`src/rtl/core/upd_pkg.sv`:
```
// Shared types, constants and character-class helpers for the URL percent decoder.
`timescale 1ns / 1ps
`default_nettype none

package upd_pkg;

    localparam logic [7:0] CHAR_PERCENT = 8'h25;
    localparam logic [7:0] CHAR_PLUS    = 8'h2B;
    localparam logic [7:0] CHAR_SPACE   = 8'h20;
    localparam logic [7:0] CHAR_NUL     = 8'h00;
    localparam logic [7:0] CHAR_ZERO    = 8'h30;
    localparam logic [7:0] CHAR_TWO     = 8'h32;
    localparam logic [7:0] CHAR_SEVEN   = 8'h37;
    localparam logic [7:0] CHAR_NINE    = 8'h39;
    localparam logic [7:0] CHAR_LC_A    = 8'h61;
    localparam logic [7:0] CHAR_LC_F    = 8'h66;
    localparam logic [7:0] CHAR_UC_A    = 8'h41;
    localparam logic [7:0] CHAR_UC_F    = 8'h46;
    localparam logic [7:0] BAD_CODE     = 8'hFF;

    localparam logic [7:0] PUNCT0_LO = 8'h20;
    localparam logic [7:0] PUNCT0_HI = 8'h2F;
    localparam logic [7:0] PUNCT1_LO = 8'h3A;
    localparam logic [7:0] PUNCT1_HI = 8'h40;
    localparam logic [7:0] PUNCT2_LO = 8'h5B;
    localparam logic [7:0] PUNCT2_HI = 8'h60;
    localparam logic [7:0] PUNCT3_LO = 8'h7B;
    localparam logic [7:0] PUNCT3_HI = 8'h7E;

    localparam int unsigned QUEUE_DEPTH = 3;

    typedef enum logic [1:0] {
        PH_IDLE = 2'd0,
        PH_HIGH = 2'd1,
        PH_LOW  = 2'd2
    } t_phase;

    typedef struct packed {
        logic [7:0] data;
        logic       last;
    } t_result;

    // count: number of result beats (0, 1 or 2); first goes out before second
    typedef struct packed {
        logic [1:0] count;
        t_result    first;
        t_result    second;
    } t_decode;

    function automatic logic in_punct(input logic [7:0] c);
        in_punct = (c >= PUNCT0_LO && c <= PUNCT0_HI) ||
                   (c >= PUNCT1_LO && c <= PUNCT1_HI) ||
                   (c >= PUNCT2_LO && c <= PUNCT2_HI) ||
                   (c >= PUNCT3_LO && c <= PUNCT3_HI);
    endfunction

    // bit 4 set marks a byte that is not a hex digit
    function automatic logic [4:0] hex_value(input logic [7:0] c);
        logic [7:0] v;
        v = 8'h10;
        if (c >= CHAR_ZERO && c <= CHAR_NINE) begin
            v = c - CHAR_ZERO;
        end else if (c >= CHAR_LC_A && c <= CHAR_LC_F) begin
            v = c - CHAR_LC_A + 8'd10;
        end else if (c >= CHAR_UC_A && c <= CHAR_UC_F) begin
            v = c - CHAR_UC_A + 8'd10;
        end
        hex_value = v[4:0];
    endfunction

endpackage

`default_nettype wire

```
`src/rtl/core/url_percent_decoder.sv`:
```
// Top level of the streaming URL percent decoder.
`timescale 1ns / 1ps
`default_nettype none

// Streaming URL form decoder, one encoded byte per input beat. Plain bytes
// pass through, '+' becomes a space, and '%' followed by two bytes becomes one
// decoded byte when the first digit is '2'..'7', the second a hex digit of
// either case and the code a punctuation character; any other escape yields
// 0xFF. The '%' and the first escape digit give no output beat. A NUL byte is
// forwarded as the string terminator; a NUL that cuts an escape short gives
// 0xFF (tlast low) then 0x00 (tlast high) and drops the escape. Every other
// input gives exactly one output beat with tlast high. Throughput is one
// input byte per clock: the decode is a single combinational step from the
// escape-state registers into a three-entry output queue. The input stalls
// whenever two or more beats wait in the queue, as after a two-beat NUL abort
// or while the downstream side holds back.
module url_percent_decoder (
    input  wire        i_clk,
    input  wire        i_rst_n,
    input  wire        s_axis_tvalid,
    output logic       s_axis_tready,
    input  wire  [7:0] s_axis_tdata,   // [7:0] in_byte
    output logic       m_axis_tvalid,
    input  wire        m_axis_tready,
    output logic [7:0] m_axis_tdata,   // [7:0] out_byte
    output logic       m_axis_tlast    // run_last
);

    logic             accept;
    upd_pkg::t_decode dec;
    logic             space;

    // take a beat only when the queue can absorb a two-beat result
    assign s_axis_tready = space;
    assign accept        = s_axis_tvalid && space;

    upd_decode u_decode (
        .i_clk    (i_clk),
        .i_rst_n  (i_rst_n),
        .i_accept (accept),
        .i_byte   (s_axis_tdata),
        .o_dec    (dec)
    );

    upd_out_queue u_queue (
        .i_clk   (i_clk),
        .i_rst_n (i_rst_n),
        .i_push  (accept),
        .i_dec   (dec),
        .o_space (space),
        .o_valid (m_axis_tvalid),
        .i_ready (m_axis_tready),
        .o_data  (m_axis_tdata),
        .o_last  (m_axis_tlast)
    );

endmodule

`default_nettype wire

```
`src/rtl/core/upd_decode.sv`:
```
// Escape-state tracking and per-byte decode into up to two result beats.
`timescale 1ns / 1ps
`default_nettype none

module upd_decode (
    input  wire                  i_clk,
    input  wire                  i_rst_n,
    input  wire                  i_accept,
    input  wire  [7:0]           i_byte,
    output upd_pkg::t_decode     o_dec
);

    upd_pkg::t_phase r_phase;
    upd_pkg::t_phase n_phase;
    logic [2:0]      r_high_digit;
    logic [2:0]      n_high_digit;
    logic            r_high_ok;
    logic            n_high_ok;

    logic [4:0] lo_val;
    logic [7:0] code;
    logic       in_escape;

    assign in_escape = (r_phase == upd_pkg::PH_HIGH) || (r_phase == upd_pkg::PH_LOW);
    assign lo_val    = upd_pkg::hex_value(i_byte);
    assign code      = {1'b0, r_high_digit, lo_val[3:0]};

    // next state
    always_comb begin
        n_phase      = upd_pkg::PH_IDLE;
        n_high_digit = 3'd0;
        n_high_ok    = 1'b0;
        case (r_phase)
            upd_pkg::PH_HIGH: begin
                if (i_byte != upd_pkg::CHAR_NUL) begin
                    n_phase      = upd_pkg::PH_LOW;
                    n_high_digit = i_byte[2:0];
                    n_high_ok    = (i_byte >= upd_pkg::CHAR_TWO) &&
                                   (i_byte <= upd_pkg::CHAR_SEVEN);
                end
            end
            upd_pkg::PH_LOW: begin
                n_phase = upd_pkg::PH_IDLE;
            end
            default: begin
                if (i_byte == upd_pkg::CHAR_PERCENT) begin
                    n_phase = upd_pkg::PH_HIGH;
                end
            end
        endcase
    end

    // result beats
    always_comb begin
        o_dec.count       = 2'd1;
        o_dec.first.data  = i_byte;
        o_dec.first.last  = 1'b1;
        o_dec.second.data = upd_pkg::CHAR_NUL;
        o_dec.second.last = 1'b1;
        if (in_escape && i_byte == upd_pkg::CHAR_NUL) begin
            o_dec.count       = 2'd2;
            o_dec.first.data  = upd_pkg::BAD_CODE;
            o_dec.first.last  = 1'b0;
        end else begin
            case (r_phase)
                upd_pkg::PH_HIGH: begin
                    o_dec.count = 2'd0;
                end
                upd_pkg::PH_LOW: begin
                    if (r_high_ok && !lo_val[4] && upd_pkg::in_punct(code)) begin
                        o_dec.first.data = code;
                    end else begin
                        o_dec.first.data = upd_pkg::BAD_CODE;
                    end
                end
                default: begin
                    if (i_byte == upd_pkg::CHAR_PERCENT) begin
                        o_dec.count = 2'd0;
                    end else if (i_byte == upd_pkg::CHAR_PLUS) begin
                        o_dec.first.data = upd_pkg::CHAR_SPACE;
                    end
                end
            endcase
        end
    end

    always_ff @(posedge i_clk) begin
        if (!i_rst_n) begin
            r_phase      <= upd_pkg::PH_IDLE;
            r_high_digit <= 3'd0;
            r_high_ok    <= 1'b0;
        end else if (i_accept) begin
            r_phase      <= n_phase;
            r_high_digit <= n_high_digit;
            r_high_ok    <= n_high_ok;
        end
    end

`ifndef SYNTHESIS
    // a terminator always closes any open escape
    a_nul_closes: assert property (@(posedge i_clk) disable iff (!i_rst_n)
        (i_accept && i_byte == upd_pkg::CHAR_NUL) |=> (r_phase == upd_pkg::PH_IDLE))
        else $error("escape left open after NUL");
    // two beats come only from a NUL cutting an escape short
    a_two_beats: assert property (@(posedge i_clk) disable iff (!i_rst_n)
        (o_dec.count == 2'd2) |-> (in_escape && i_byte == upd_pkg::CHAR_NUL))
        else $error("double result outside escape abort");
`endif

endmodule

`default_nettype wire

```
`src/rtl/core/upd_out_queue.sv`:
```
// Three-entry result queue that takes up to two beats per cycle and drives the output stream.
`timescale 1ns / 1ps
`default_nettype none

module upd_out_queue (
    input  wire                  i_clk,
    input  wire                  i_rst_n,
    input  wire                  i_push,
    input  wire upd_pkg::t_decode i_dec,
    output logic                 o_space,
    output logic                 o_valid,
    input  wire                  i_ready,
    output logic [7:0]           o_data,
    output logic                 o_last
);

    upd_pkg::t_result r_mem [upd_pkg::QUEUE_DEPTH];
    logic [1:0] r_wr;
    logic [1:0] r_rd;
    logic [1:0] r_count;
    logic [1:0] n_count;
    logic [1:0] push_cnt;
    logic       pop;
    logic [1:0] wr_next;

    function automatic logic [1:0] ptr_inc(input logic [1:0] p);
        ptr_inc = (p == 2'(upd_pkg::QUEUE_DEPTH - 1)) ? 2'd0 : p + 2'd1;
    endfunction

    assign wr_next  = ptr_inc(r_wr);
    assign push_cnt = i_push ? i_dec.count : 2'd0;
    assign pop      = o_valid && i_ready;
    assign n_count  = r_count + push_cnt - {1'b0, pop};

    // room for a worst-case two-beat item
    assign o_space = (r_count <= 2'd1);
    assign o_valid = (r_count != 2'd0);
    assign o_data  = r_mem[r_rd].data;
    assign o_last  = r_mem[r_rd].last;

    always_ff @(posedge i_clk) begin
        if (push_cnt != 2'd0) begin
            r_mem[r_wr] <= i_dec.first;
        end
        if (push_cnt == 2'd2) begin
            r_mem[wr_next] <= i_dec.second;
        end
    end

    always_ff @(posedge i_clk) begin
        if (!i_rst_n) begin
            r_wr    <= 2'd0;
            r_rd    <= 2'd0;
            r_count <= 2'd0;
        end else begin
            r_count <= n_count;
            if (pop) begin
                r_rd <= ptr_inc(r_rd);
            end
            if (push_cnt == 2'd1) begin
                r_wr <= wr_next;
            end else if (push_cnt == 2'd2) begin
                r_wr <= ptr_inc(wr_next);
            end
        end
    end

`ifndef SYNTHESIS
    a_no_overflow: assert property (@(posedge i_clk) disable iff (!i_rst_n)
        (push_cnt != 2'd0) |-> (r_count <= 2'd1))
        else $error("push into a queue without room");
    a_drain_step: assert property (@(posedge i_clk) disable iff (!i_rst_n)
        (pop && push_cnt == 2'd0) |=> (r_count == $past(r_count) - 2'd1))
        else $error("count did not drop on pop");
    a_fill_step: assert property (@(posedge i_clk) disable iff (!i_rst_n)
        (!pop && push_cnt != 2'd0) |=> (r_count == $past(r_count) + $past(push_cnt)))
        else $error("count did not follow push");
`endif

endmodule

`default_nettype wire
```
`config.mk`:
```
export PLATFORM = sky130hd
export DESIGN_NAME = url_percent_decoder
export DESIGN_NICKNAME = d
export VERILOG_FILES = /design/src/rtl/core/upd_pkg.sv /design/src/rtl/core/url_percent_decoder.sv /design/src/rtl/core/upd_decode.sv /design/src/rtl/core/upd_out_queue.sv
export SDC_FILE = /design/constraint.sdc
export NUM_CORES = 1
export LEC_CHECK = 0
export BUFFER_PORTS_ARGS = -buffer_cell sky130_fd_sc_hd__clkbuf_2
export CAP_MARGIN = 20
export CORE_MARGIN = 4
export CORE_UTILIZATION = 61
export CTS_BUF_LIST = sky130_fd_sc_hd__clkbuf_4
export DETAILED_ROUTE_END_ITERATION = 10
export GPL_ROUTABILITY_DRIVEN = 0
export PLACE_DENSITY = 0.89
export SETUP_SLACK_MARGIN = 0.3
export SKIP_LAST_GASP = 1
export SLEW_MARGIN = 10
export SYNTH_ARGS = -nofsm -noshare
export SYNTH_HDL_FRONTEND = slang
export SYNTH_SLANG_ARGS = --single-unit
```
`constraint.sdc`:
```
create_clock -name i_clk -period 5.5 [get_ports i_clk]
set_input_delay 0.55 -clock i_clk [delete_from_list [all_inputs] [get_ports i_clk]]
set_output_delay 0.55 -clock i_clk [all_outputs]
set_load 0.005 [all_outputs]
```
==> impl_metrics.toml, run 1 <==
[run_status]
status = "completed"

[finish]
final_util = 0.6989
regArea_um2 = 820.8
final_common_cell = "nand2_1"
final_cell_mix = "53 x nand2_1, 41 x dfxtp_1, 22 x clkbuf_2, 20 x o21ai_0, 15 x a21oi_1"
num-fill-cells = 320
area_delta_synth_final_pct = 8.511
multi_input_area_um2 = 1486
drive_gt1_frac = 0.1565
nets = 334
antenna_cells = 0

[timing]
slew_headroom = 0.5615
hold_viol_final = 0
period_minus_slack_ns = 3.100
setup_viol = 0
tightest_slew_ns = 0.6577
fmax_mhz = 322.6
rsz0062_at_grt = "false"
min_period_over_period = 0.5636
maxSlewViolCount = 0
skew_ns = 0.01506
tns_ns = 0

[global_routing]
grt_pass1_vias = 2098
grt_pass1_wl_um = 9522
grt_max_degree = 19
antenna_found_initial = 0
gr-usage-all-layers = 0.2317
grt-ovfl-total = 0

[setup_path]
crit_required_ns = 5.75
worstPathMaxFanout = 9
cp-start-kind = "primary input"
cp.arrival_ns = 3.35
crit_type = "primary input to flip-flop"
crit_path_end_kind = "flip-flop"

[clock_network]
cts_setup_buffers = 0
cts_resized = 0
holdBufCountCts = 0
cts_tree = "yes"
clock_sinks = 41
cts_made_buffers = 5
clock_path_buffers = 2
cts_htree_levels = 2
clk_pin_slew_ns = 0.13
clk_latency_ns = 0.36
root_buffer = "clkbuf_4"

[synthesis]
synth_edf_count = 0
synth-compound-area-share = 0.2408
synthAdderAreaFrac = 0.05189
synth_top_family_by_area = "simple AND/OR/NAND/NOR gates"
muxShareOfSynthArea = 0.04774
synthSimpleGateAreaFrac = 0.2652
syn_area_um2 = 2411
synthCells = 296
yosysSeqAreaShare = 0.3404
synth_seq_cells = 41
syn_area_per_cell_um2 = 8.145
synth-main-ff-cell = "dfxtp_1"
synth_xor_area_frac = 0.01090
yosys_warnings = 0
async_flop_share = 0
syn-num-nets = 318
ys_types = 57

[floorplanning]
fp.dieH_um = 70.87
fp.dieW_um = 70.87
io_pins = 23
die-area_um2 = 5023
core-area_um2 = 3744
rows = 22
initial_core_util = 0.6441

[drt]
drt_first_pass_iters = 5
ant_nets = 0
wirelength_um = 5690
drc_errors = 0
routedWlPerCell_um = 15.76
drt_iter0_drc = 162
via_count = 2227
viasPerCell = 6.169

[power_and_ir_drop]
power.density_nw_per_um2 = 412.2
combPwrFrac = 0.364
share_seq_of_total_power = 0.456
swShare = 0.3578
leakagePower_nw = 1.093
peakVddDrop_mv = 0.2052
p_sw_mw = 0.3858
internal_power_mw = 0.6926
pwr-share-clk = 0.180

[run]
cap_viol_max_count = 0

[placed_design]
port_buffers = 22
hpwl_um = 4280

[worst_hold_path]
worstHoldPathType = "flip-flop to flip-flop"
## flip-flops by register name, summed over array words and instances, names as in the netlist, named ones only
signal,flops
u_decode.r_high_ok,1
u_queue.r_mem,27
u_queue.r_count,2
u_queue.r_rd,2
u_decode.r_high_digit,3
u_decode.r_phase,2
u_queue.r_wr,2
## through the flow
| stage | hold slack, ns | area [µm²] | setup slack (ns) | std cells | power, mW |
|---|---|---|---|---|---|
| 2_1_floorplan | 0.4244 | 2411 | 2.596 | 296 | 0.7565 |
| 3_3_place_gp | 0.4454 | 2537 | 2.236 | 353 | 0.8653 |
| 3_5_place_dp | 0.4477 | 2537 | 2.095 | 353 | 0.8862 |
| 4_1_cts | 0.4793 | 2616 | 2.470 | 361 | 1.077 |
| 5_1_grt | 0.5069 | 2616 | 2.110 | 361 | 1.163 |
| 6_report | 0.4764 | 2616 | 2.400 | 361 | 1.078 |
## metal layers
layer,vias up,global-route usage,share of wire
met1,1008,0.3001,0.43
met5,-,0,0
li1,1096,-,-
met4,0,0.08977,0.023
met3,17,0.04972,0.076
met2,106,0.3769,0.47
## critical path, stage by stage
cell	delay (ns)
clkbuf_2	0.14
inv_1	0.10
ha_1	0.22
nor4b_1	0.35
nand2_1	0.14
nor2_1	0.51
nand2_1	0.21
ha_1	0.27
or3b_2	0.54
o311a_1	0.33
## final cells by class
cell class / count / area share
multi-input cells: 228 / 0.5682
flip-flops and latches: 41 / 0.3137
repair buffers: 24 / 0.04782
well taps: 48 / 0.02296
inverters: 12 / 0.01722
clock inverters: 3 / 0.01578
clock buffers: 5 / 0.01435
## power by group through the flow
| stage | logic (mW) | clock network, mW | registers, mW |
|---|---|---|---|
| after global routing | 0.445 | 0.213 | 0.505 |
| after floorplan | 0.301 | 0 | 0.456 |
| after CTS | 0.391 | 0.197 | 0.489 |
| after global placement | 0.373 | 0 | 0.493 |
| after detailed placement | 0.389 | 0 | 0.497 |
| final | 0.393 | 0.194 | 0.491 |
## final timing paths
path	from	to	slack, ns	cells past startpoint
setup reg to reg	u_decode.r_phase[0]	u_queue.r_mem[1][2]	2.77	7
hold / removal	u_queue.r_mem[2][2]	u_queue.r_mem[2][2]	0.48	2
hold reg to reg	u_queue.r_mem[2][2]	u_queue.r_mem[2][2]	0.48	2
setup / recovery	s_axis_tdata[0]	u_queue.r_mem[1][2]	2.40	10
## synthesized netlist by cell type (2+ instances only)
| library cell | number | area, µm² |
|---|---|---|
| nor2_1 | 13 | 48.80 |
| a22o_1 | 5 | 43.79 |
| a21o_1 | 4 | 30.03 |
| nand3_1 | 6 | 30.03 |
| nor3_1 | 8 | 40.04 |
| nand2_1 | 53 | 198.9 |
| o221ai_1 | 2 | 17.52 |
| a22oi_1 | 3 | 22.52 |
| a31oi_1 | 5 | 31.28 |
| o21ai_0 | 20 | 100.1 |
| ha_1 | 10 | 125.1 |
| or3b_2 | 3 | 26.28 |
| xnor2_1 | 2 | 17.52 |
| o311a_1 | 2 | 20.02 |
| o21a_1 | 2 | 15.01 |
| a32o_1 | 3 | 30.03 |
| and2_1 | 6 | 37.54 |
| or2_2 | 3 | 18.77 |
| o221a_2 | 2 | 22.52 |
| inv_1 | 12 | 45.04 |
| nand2b_1 | 2 | 12.51 |
| a21boi_0 | 3 | 22.52 |
| nor4_1 | 2 | 12.51 |
| buf_2 | 2 | 10.01 |
| clkbuf_1 | 11 | 41.29 |
| dfxtp_1 | 41 | 820.8 |
| o211ai_1 | 3 | 22.52 |
| o211a_1 | 2 | 20.02 |
| a211oi_1 | 2 | 15.01 |
| buf_1 | 2 | 7.510 |
| nor2b_1 | 10 | 62.56 |
| nor3b_1 | 3 | 22.52 |
| and3_1 | 2 | 12.51 |
| mux2i_1 | 10 | 100.1 |
| a21oi_1 | 15 | 75.07 |
## logic make-up after synthesis
group	count (synthesis)
AO/OA/AOI/OAI	83
XOR/XNOR	3
adder cells (fa/ha/maj)	10
buffers and inverters	27
flip-flops	41
multiplexers	11
AND/OR/NAND/NOR	121
No activity file was read; power rests on OpenSTA's default activity.
==> run 2: changes to the inputs <==
--- a/config.mk
+++ b/config.mk
@@ -5,6 +5,7 @@
 export SDC_FILE = /design/constraint.sdc
 export NUM_CORES = 1
 export LEC_CHECK = 0
+export ABC_AREA = 1
 export BUFFER_PORTS_ARGS = -buffer_cell sky130_fd_sc_hd__clkbuf_2
 export CAP_MARGIN = 20
 export CORE_MARGIN = 4
==> constraint.sdc (replaced) <==
create_clock -name i_clk -period 3.05 [get_ports i_clk]
set_input_delay 0.305 -clock i_clk [delete_from_list [all_inputs] [get_ports i_clk]]
set_output_delay 0.305 -clock i_clk [all_outputs]
set_load 0.005 [all_outputs]
==> run 2 against run 1 <==
  * Sequential share of layout area decreased by 1.6 points
  * Clock-buffer cell count increased by 1
  * Worst hold slack got worse by 0.27 ns
  * Wire length increased by 1.6%
  * Combinational power increased to 2.5 times the previous value
  * Clock power increased by 41%
  * Synthesized cell count increased by 27%
  * Critical path depth increased by 5
  * Worst setup slack got worse by 1.9 ns
  * Sequential power increased by 81%
  * Core utilization decreased by 1.0 points
  * First-iteration DRC count increased by 61%
  * Critical endpoint is now u_queue.r_mem[1][0]
  * Largest cell class unchanged
==> impl_metrics.toml, run 2 <==
[run_status]
status = "completed"

[power_and_ir_drop]
combPwrFrac = 0.462
p_sw_mw = 0.8743
peakVddDrop_mv = 0.5017
internal_power_mw = 1.284
share_seq_of_total_power = 0.411
p_total_mw = 2.158
leakagePower_nw = 1.414
power.density_nw_per_um2 = 783.4
pwr-share-clk = 0.126
swShare = 0.4050

[synthesis]
synthTopCellsByCount = "77 x inv_1, 70 x nand2_1, 41 x dfxtp_1, 35 x nor2_1, 30 x a21oi_1"
yosys_warnings = 0
synthCells = 376
synth_top_family_by_area = "simple AND/OR/NAND/NOR gates"
synth_seq_cells = 41
syn_area_per_cell_um2 = 6.752
synth_xor_area_frac = 0.006900
yosysSeqAreaShare = 0.3233
muxShareOfSynthArea = 0
synth_area_leaders = "dfxtp_1 32%, inv_1 11%, nand2_1 10%, nand4_1 6.7%, a21oi_1 5.9%"
synth.most_common_cell = "inv_1"
synth-main-ff-cell = "dfxtp_1"
async_flop_share = 0
synth_edf_count = 0
synthSimpleGateAreaFrac = 0.3011
yosysTopAreaCellShare = 0.3233
ys_types = 40
synthAdderAreaFrac = 0.04929
synth-compound-area-share = 0.1690
syn_area_um2 = 2539
syn-num-nets = 398
synth_top_area_cell = "dfxtp_1"

[drt]
viasPerCell = 5.506
drc_errors = 0
ant_nets = 0
drt_iter0_drc = 261
drt_first_pass_iters = 4
wirelength_um = 5781
via_count = 2494
routedWlPerCell_um = 12.76

[setup_path]
worstReg2RegEnd = "u_queue.r_mem[1][0]"
crit_path_end_kind = "flip-flop"
cp.arrival_ns = 2.76
r2r_start = "u_decode.r_phase[0]"
crit_type = "primary input to flip-flop"
worstPathMaxFanout = 10
worstRegToRegCells = 11
crit_required_ns = 3.30
ff2ff_setup_slack_ns = 0.59
cp-start-kind = "primary input"

[placed_design]
hpwl_um = 4402
port_buffers = 22
place_area_um2 = 2695

[worst_hold_path]
worstHoldPathType = "primary input to flip-flop"
min_delay_worst_endpoint = "u_queue.r_count[0]"
hold_path_depth = 3
hp-start = "i_rst_n"

[finish]
reg_top3 = "u_queue.r_mem: 27 flops, u_decode.r_high_digit: 3 flops"
final_cell_area_um2 = 2755
antenna_cells = 0
top_register = "u_queue.r_mem"
num-fill-cells = 373
final_cell_mix = "77 x inv_1, 70 x nand2_1, 41 x dfxtp_1, 35 x nor2_1, 30 x a21oi_1"
drive_gt1_frac = 0.1439
nets = 424
area_delta_synth_final_pct = 8.526
largest_register_ffs = 27
final_common_cell = "inv_1"

[floorplanning]
initial_core_util = 0.6347
rows = 23
fp.dieW_um = 72.51
core-area_um2 = 4000
io_pins = 23
die-area_um2 = 5258
fp.dieH_um = 72.51

[timing]
skew_ns = 0.01704
maxSlewViolCount = 0
min_period_over_period = 0.8243
tns_ns = 0
fin_hold_ws_ns = 0.2087
slew_headroom = 0.5790
period_minus_slack_ns = 2.514
setup_viol = 0
hold_viol_final = 0
tightest_slew_ns = 0.6292
rsz0062_at_grt = "false"
fmax_mhz = 397.7

[clock_network]
root_buffer = "clkbuf_4"
clk_pin_slew_ns = 0.12
cts_resized = 0
clock_sinks = 41
cts_htree_levels = 2
holdBufCountCts = 0
cts_setup_buffers = 0
clock_path_buffers = 2
cts_made_buffers = 5
cts_tree = "yes"
clk_latency_ns = 0.36

[run]
cap_viol_max_count = 0

[global_routing]
grt_pass1_wl_um = 9618
antenna_found_initial = 0
grt_max_degree = 25
gr-usage-all-layers = 0.2314
grt-ovfl-total = 0
grt_pass1_vias = 2224
run 2: per-layer routing:
layer,part of all wire,global-route usage
met3,0.062,0.05125
met1,0.43,0.2906
met4,0.034,0.1086
met2,0.47,0.3771
met5,0,0
run 2: worst max path at each step:
stage,startpoint,to,slack (ns),depth (start not counted)
global route,s_axis_tdata[1],u_queue.r_mem[1][1],0.31,16
global placement,s_axis_tdata[1],u_queue.r_mem[2][0],0.26,15
CTS,s_axis_tdata[1],u_queue.r_mem[2][0],0.46,15
detailed placement,s_axis_tdata[1],u_queue.r_mem[2][0],0.09,15
finish,s_axis_tdata[1],u_queue.r_mem[1][0],0.54,15
floorplan,s_axis_tdata[0],u_queue.r_mem[2][0],0.38,14
run 2: final cells by class:
type / instances / area [µm²] / area share
well taps: 50 / 62.56 / 0.02271
multi-input cells: 242 / 1341 / 0.4868
clock inverters: 2 / 10.01 / 0.003633
flip-flops and latches: 41 / 820.8 / 0.2979
repair buffers: 28 / 155.1 / 0.05631
clock buffers: 6 / 45.04 / 0.01635
inverters: 84 / 320.3 / 0.1163
run 2: kinds of logic after synthesis:
family,after synthesis
DFF,41
adders and majority gates,10
xor gates and xnor gates,2
and+or+nand+nor,160
buffers and inverters,93
AOI/OAI and AO/OA,70
run 2: stage by stage:
step / util / setup WS [ns] / cells
after global placement: 0.6738 / 0.2598 / 445
after CTS: 0.6875 / 0.4624 / 453
after floorplan: - / 0.3842 / 376
final: 0.6888 / 0.5358 / 453
after detailed placement: 0.6738 / 0.09340 / 445
after global routing: 0.6888 / 0.3088 / 453
run 2: worst max-delay path, stage by stage:
cell	delay (ns)
clkbuf_2	0.13
inv_1	0.10
ha_1	0.23
nand3_1	0.09
nor4_1	0.23
inv_1	0.14
nor2_4	0.19
inv_1	0.06
nor2_1	0.21
inv_1	0.10
ha_1	0.23
nor2_1	0.16
clkinv_1	0.28
a21oi_1	0.22
o21ai_0	0.09
run 2: power by group through the flow:
| stage | registers [mW] | logic [mW] | clock network [mW] |
|---|---|---|---|
| after floorplan | 0.848 | 0.746 | 0 |
| after global placement | 0.890 | 0.961 | 0 |
| after detailed placement | 0.901 | 0.994 | 0 |
| after CTS | 0.887 | 1.00 | 0.277 |
| after global routing | 0.910 | 1.15 | 0.304 |
| final | 0.887 | 0.998 | 0.273 |
